--- src/sv/gf2rr_ram.sv ---
// ---------------------------------------------------------------------------
// gf2rr_ram
// Generic simple dual-port RAM, one write port, one registered read port.
// ---------------------------------------------------------------------------
module gf2rr_ram #(
    parameter int unsigned WIDTH = 64,
    parameter int unsigned DEPTH = 64
) (
    input  logic                     i_clk,
    input  logic                     i_we,
    input  logic [$clog2(DEPTH)-1:0] i_waddr,
    input  logic [WIDTH-1:0]         i_wdata,
    input  logic [$clog2(DEPTH)-1:0] i_raddr,
    output logic [WIDTH-1:0]         o_rdata
);

    logic [WIDTH-1:0] r_mem [DEPTH];
    logic [WIDTH-1:0] r_rdata;

    always_ff @(posedge i_clk) begin
        if (i_we) begin
            r_mem[i_waddr] <= i_wdata;
        end
        r_rdata <= r_mem[i_raddr];
    end

    assign o_rdata = r_rdata;

endmodule

--- config.mk ---
export PLATFORM = sky130hd
export DESIGN_NAME = gf2rr_ram
export DESIGN_NICKNAME = d
export VERILOG_FILES = /design/src/sv/gf2rr_ram.sv
export SDC_FILE = /design/constraint.sdc
export NUM_CORES = 2
export LEC_CHECK = 0
export BUFFER_PORTS_ARGS = -buffer_cell sky130_fd_sc_hd__buf_4
export CAP_MARGIN = 20
export CORE_MARGIN = 4
export CORE_UTILIZATION = 40
export CTS_BUF_LIST = sky130_fd_sc_hd__clkbuf_4
export CTS_CLUSTER_DIAMETER = 100
export DETAILED_ROUTE_END_ITERATION = 8
export PLACE_DENSITY = 0.59
export SYNTH_ARGS = -nofsm -noshare
export SYNTH_HDL_FRONTEND = slang
export SYNTH_SLANG_ARGS = --single-unit
--- constraint.sdc ---
create_clock -name i_clk -period 7.84 [get_ports i_clk]
set_input_delay 1.176 -clock i_clk [delete_from_list [all_inputs] [get_ports i_clk]]
set_output_delay 1.176 -clock i_clk [all_outputs]
set_load 0.05 [all_outputs]
# Word level (Yosys, flattened, before mapping)
# Memory sizes are Yosys's and may differ from the RTL's. A register that Yosys moved wholly into a read port is not among the register bits.
# Cells that the tools add are included.
[totals] regBits=0 ramBits=4096 input_bits=78 out_inout_bits=64 elab_cells=3 n_memories=1
[memory_table] memory="r_mem" depth=64 word_bits=64 read_ports=1 rd_ports_with_merged_regs=1 write_ports=1 line_no="17" source="logic [WIDTH-1:0] r_mem [DEPTH];"
[op_classes] mux=2
[ops] op="2-to-1 mux 1 bit" n=2

# Logic depth before layout (Yosys ltp)
[depth] ltp_word=2 mapped_depth=9

# Worst setup path before layout
# No wires, ideal clock.
[synth_path] kind="input port to flip-flop" start="input port i_waddr[3]" end="memory r_mem[48][0], enable pin" setup_time_ns=0.564 arrival_ns=6.048 t_required_ns=7.276 path_slack_ns=1.228 cell_stages=4 path_buffers=1 path_cell_list="clkbuf_1 -> nor2b_1 -> nand4b_1 -> nor3_1"
[synth_lines] item="start, declared" line_no="11" source="input logic [$clog2(DEPTH)-1:0] i_waddr,"
[synth_lines] item="end, declared" line_no="17"
# Straight into the memory's write port.

# Worst setup path in the final report
[layout_path] start="register r_rdata[3] (netlist: o_rdata[3]) (read register of r_mem)" end="output port o_rdata[3]"
[layout_lines] item="start, declared" line_no="18" source="logic [WIDTH-1:0] r_rdata;"
[layout_lines] item="end, declared" line_no="14" source="output logic [WIDTH-1:0] o_rdata"
# No word-level cell between the ends.

==> flow_metrics.tcl <==
set metrics [dict create \
    outcome "finished, violations left" \
    violations_in_the_final_reports "DRC" \
    number_of_synthesized_register_bits 4160 \
    start_util_pct 40.2 \
    leakage_nw 57.0 \
    finalWirelength_um 451000 \
    cap_viol_max_count 0 \
    worst_hold_path_class "in -> reg" \
    largest_fanout_on_the_critical_path 1 \
    antenna_violations_before_repair 38 \
    gpl.final_weighted_congestion 0.770 \
    grt_pass1_vias 82500 \
    synth.lib_cells_used.distinct 33 \
    power-per-cell-area_nw_per_um2 255 \
    rsz0062_at_grt "no" \
    post_synth_inst_count 6598 \
    cts.htree.levels 7 \
    grt_max_degree 120 \
    clk_path_buf_depth 5 \
    postLayoutSetupSlackWorst_ns 4.04 \
    routed_wire_length_per_instance_um 32.9 \
    timing.critical_path.from_type "flip-flop" \
    drt_pass1_iterations 8 \
    synth_area_per_cell_um2 23.7 \
    setup_violations 0 \
    yosysMostFrequentCell "sky130_fd_sc_hd__edfxtp_1" \
    post_detailed_route_drc_marker_count 2 \
    cts_inserted_buffers 1140 \
    maximum_clock_rate_mhz 263 \
    worst_max_slew_pin_slew_ns 1.19 \
    num_rows 229 \
    dr.first_iter.drc_count 9625 \
    worst_path_max_delay_cell "sky130_fd_sc_hd__dfxtp_1" \
    ys_top_cells_by_area "sky130_fd_sc_hd__edfxtp_1, sky130_fd_sc_hd__mux4_2, sky130_fd_sc_hd__mux2i_1" \
    num_io_pins 142 \
    detail_route.vias_per_cell 5.85 \
    cp_max_stage_delay_ns 0.71 \
    place_worst_setup_slack_ns 3.14 \
    slew_headroom_pct 20.4 \
    synth-edff-count 4096 \
    die_area_um2 401000 \
    cts_setup_buffers 0 \
    worst-path-buf-inv 1 \
    worst_setup_path_end_kind "output port" \
    ant_nets 0 \
    grt_pass1_wl_um 629000 \
    finalNetCount 7871 \
    fin_crit_sh_pct 48.4 \
    cts_root_buf "sky130_fd_sc_hd__clkbuf_4" \
    tritoncts "yes" \
    via_count_of_the_routed_design 80400 \
    peakVddDrop_mv 0.139 \
    area_growth_synth_to_finish_pct 14.5 \
    timing_max_transition_violations_final 0 \
    portBuffers 141 \
    finalClockSkew_ns 0.0983 \
    floorplan.die.width_um 633 \
    clock_sink_count 4160 \
    async_set_reset_flop_share_out_of_synthesis_pct 0 \
    die_h_um 633 \
    post_synth_design_cell_area_um2 156000 \
    synthesis.yosys.warnings 0 \
    path_delay_family "flip-flops" \
    reg2reg_slack_ns 5.66 \
    cp_data_required_time_ns 6.66 \
    yosys-top-cells-count "sky130_fd_sc_hd__edfxtp_1, sky130_fd_sc_hd__mux4_2, sky130_fd_sc_hd__buf_2" \
    synth_largest_type_area_fraction_pct 78.7 \
    min_period_ns 3.80 \
    floorplan.core_area_um2 389000 \
    total_count_of_hold_check_failures_in_the_final_report 0 \
    grt_use_total_pct 22.6 \
    insertion_delay_ns 1.64 \
    critical_path.cell_chain "buf_4" \
    crit_type "reg -> out" \
    synthesis.nets 6676 \
    synth.yosys.seq_area_share_pct 79.5 \
    path_clk_slew_ns 0.06 \
    arrival_time_of_the_worst_setup_path_ns 2.62 \
    post-dp-hpwl_um 232000 \
    setup_total_negative_slack_ns 0 \
    synth_largest_area_cell "sky130_fd_sc_hd__edfxtp_1" \
    ys.flop_type "sky130_fd_sc_hd__edfxtp_1" \
    grt_overflow 0 \
    drive_above_1_share_pct 37.7 \
]
## cells in the final DEF (no fill, tap or decap), drive strengths merged
| cell type | count |
|---|---|
| nand2 | 58 |
| nand3 | 45 |
| nand3b | 2 |
| o22ai | 83 |
| and3 | 64 |
| a2bb2oi | 19 |
| nand4b | 1 |
| a31o | 1 |
| nor3 | 2 |
| clkinvlp | 1 |
| or3b | 1 |
| mux2i | 135 |
| edfxtp | 4096 |
| inv | 40 |
| and2 | 3 |
| or3 | 29 |
| buf | 359 |
| clkbuf | 1662 |
| mux4 | 1024 |
| a22oi | 168 |
| or2 | 28 |
| diode | 39 |
| a41oi | 26 |
| nand4 | 2 |
| bufinv | 12 |
| nand2b | 11 |
| a211oi | 63 |
| nor2b | 28 |
| dfxtp | 64 |
| dlygate4sd3 | 64 |
| a22o | 88 |
| a31oi | 18 |
| o221ai | 38 |
| nor2 | 112 |
| clkinv | 156 |
## repair_timing
| action | in CTS | in global routing |
|---|---|---|
| endpoints found under the hold margin | 3966 | 0 |
| hold buffers | 64 | 0 |
| gates resized for setup | 0 | 0 |
## cell type report
type | instances | area, um^2
Clock inverter | 190 | 1060
Timing Repair Buffer | 423 | 3710
Inverter | 19 | 71.3
Sequential cell | 4160 | 124000
Multi-Input combinational cell | 2049 | 30800
Antenna cell | 39 | 97.6
Clock buffer | 1662 | 12500
Fill cell | 32800 | 210000
Tap cell | 5197 | 6500
## logic make-up after synthesis
group           Yosys count  synth area share, %
compound gates          504                 2.48
simple gates            386                 1.24
flops                  4160                 79.5
buf+inv                 389                 1.18
mux                    1159                 15.6
## worst reg2reg max path: stages (launching register included)
cell and delay, ns:
sky130_fd_sc_hd__edfxtp_1 0.36, sky130_fd_sc_hd__mux4_2 0.47, sky130_fd_sc_hd__or3_1 0.32, sky130_fd_sc_hd__a41oi_1 0.69, sky130_fd_sc_hd__a211oi_1 0.17
## registers in the layout, summed over array words and instances (netlist names)
name,flops
o_rdata,64
r_mem,4096
## stage by stage
stage | total power [mW] | hold WS (ns) | utilization (%) | std cells | cell area, um^2
3_3_place_gp | 27.5 | 0.818 | 42.3 | 11800 | 165000
6_report | 45.6 | 0.310 | 46.0 | 13700 | 179000
4_1_cts | 46.1 | 0.0754 | 46.0 | 13700 | 179000
5_1_grt | 47.5 | 0.176 | 46.0 | 13700 | 179000
3_5_place_dp | 27.5 | 0.817 | 42.3 | 11800 | 165000
2_1_floorplan | 26.5 | 0.788 | - | 6598 | 156000
## layer usage
layer,vias up,part of all wire [%],track usage [%]
met4,6,2.8,8.64
met1,43700,40,30.5
met5,-,0.0071,0
met3,716,8.1,4.90
met2,4285,49,36.1
li1,31600,-,-
## worst paths after layout
path,cells after the start,to,start
worst max-delay path,1,o_rdata[3],o_rdata[3]
worst min-delay path,4,o_rdata[12],i_raddr[4]
worst max register to register,4,o_rdata[21],r_mem[38][21]
worst min register to register,4,o_rdata[32],r_mem[62][32]
## power by group
group	internal [mW]	switching (mW)
clock network	10.0	8.48
registers	24.6	0.137
logic	0.821	1.49
Power figures use the tool's default switching activity.
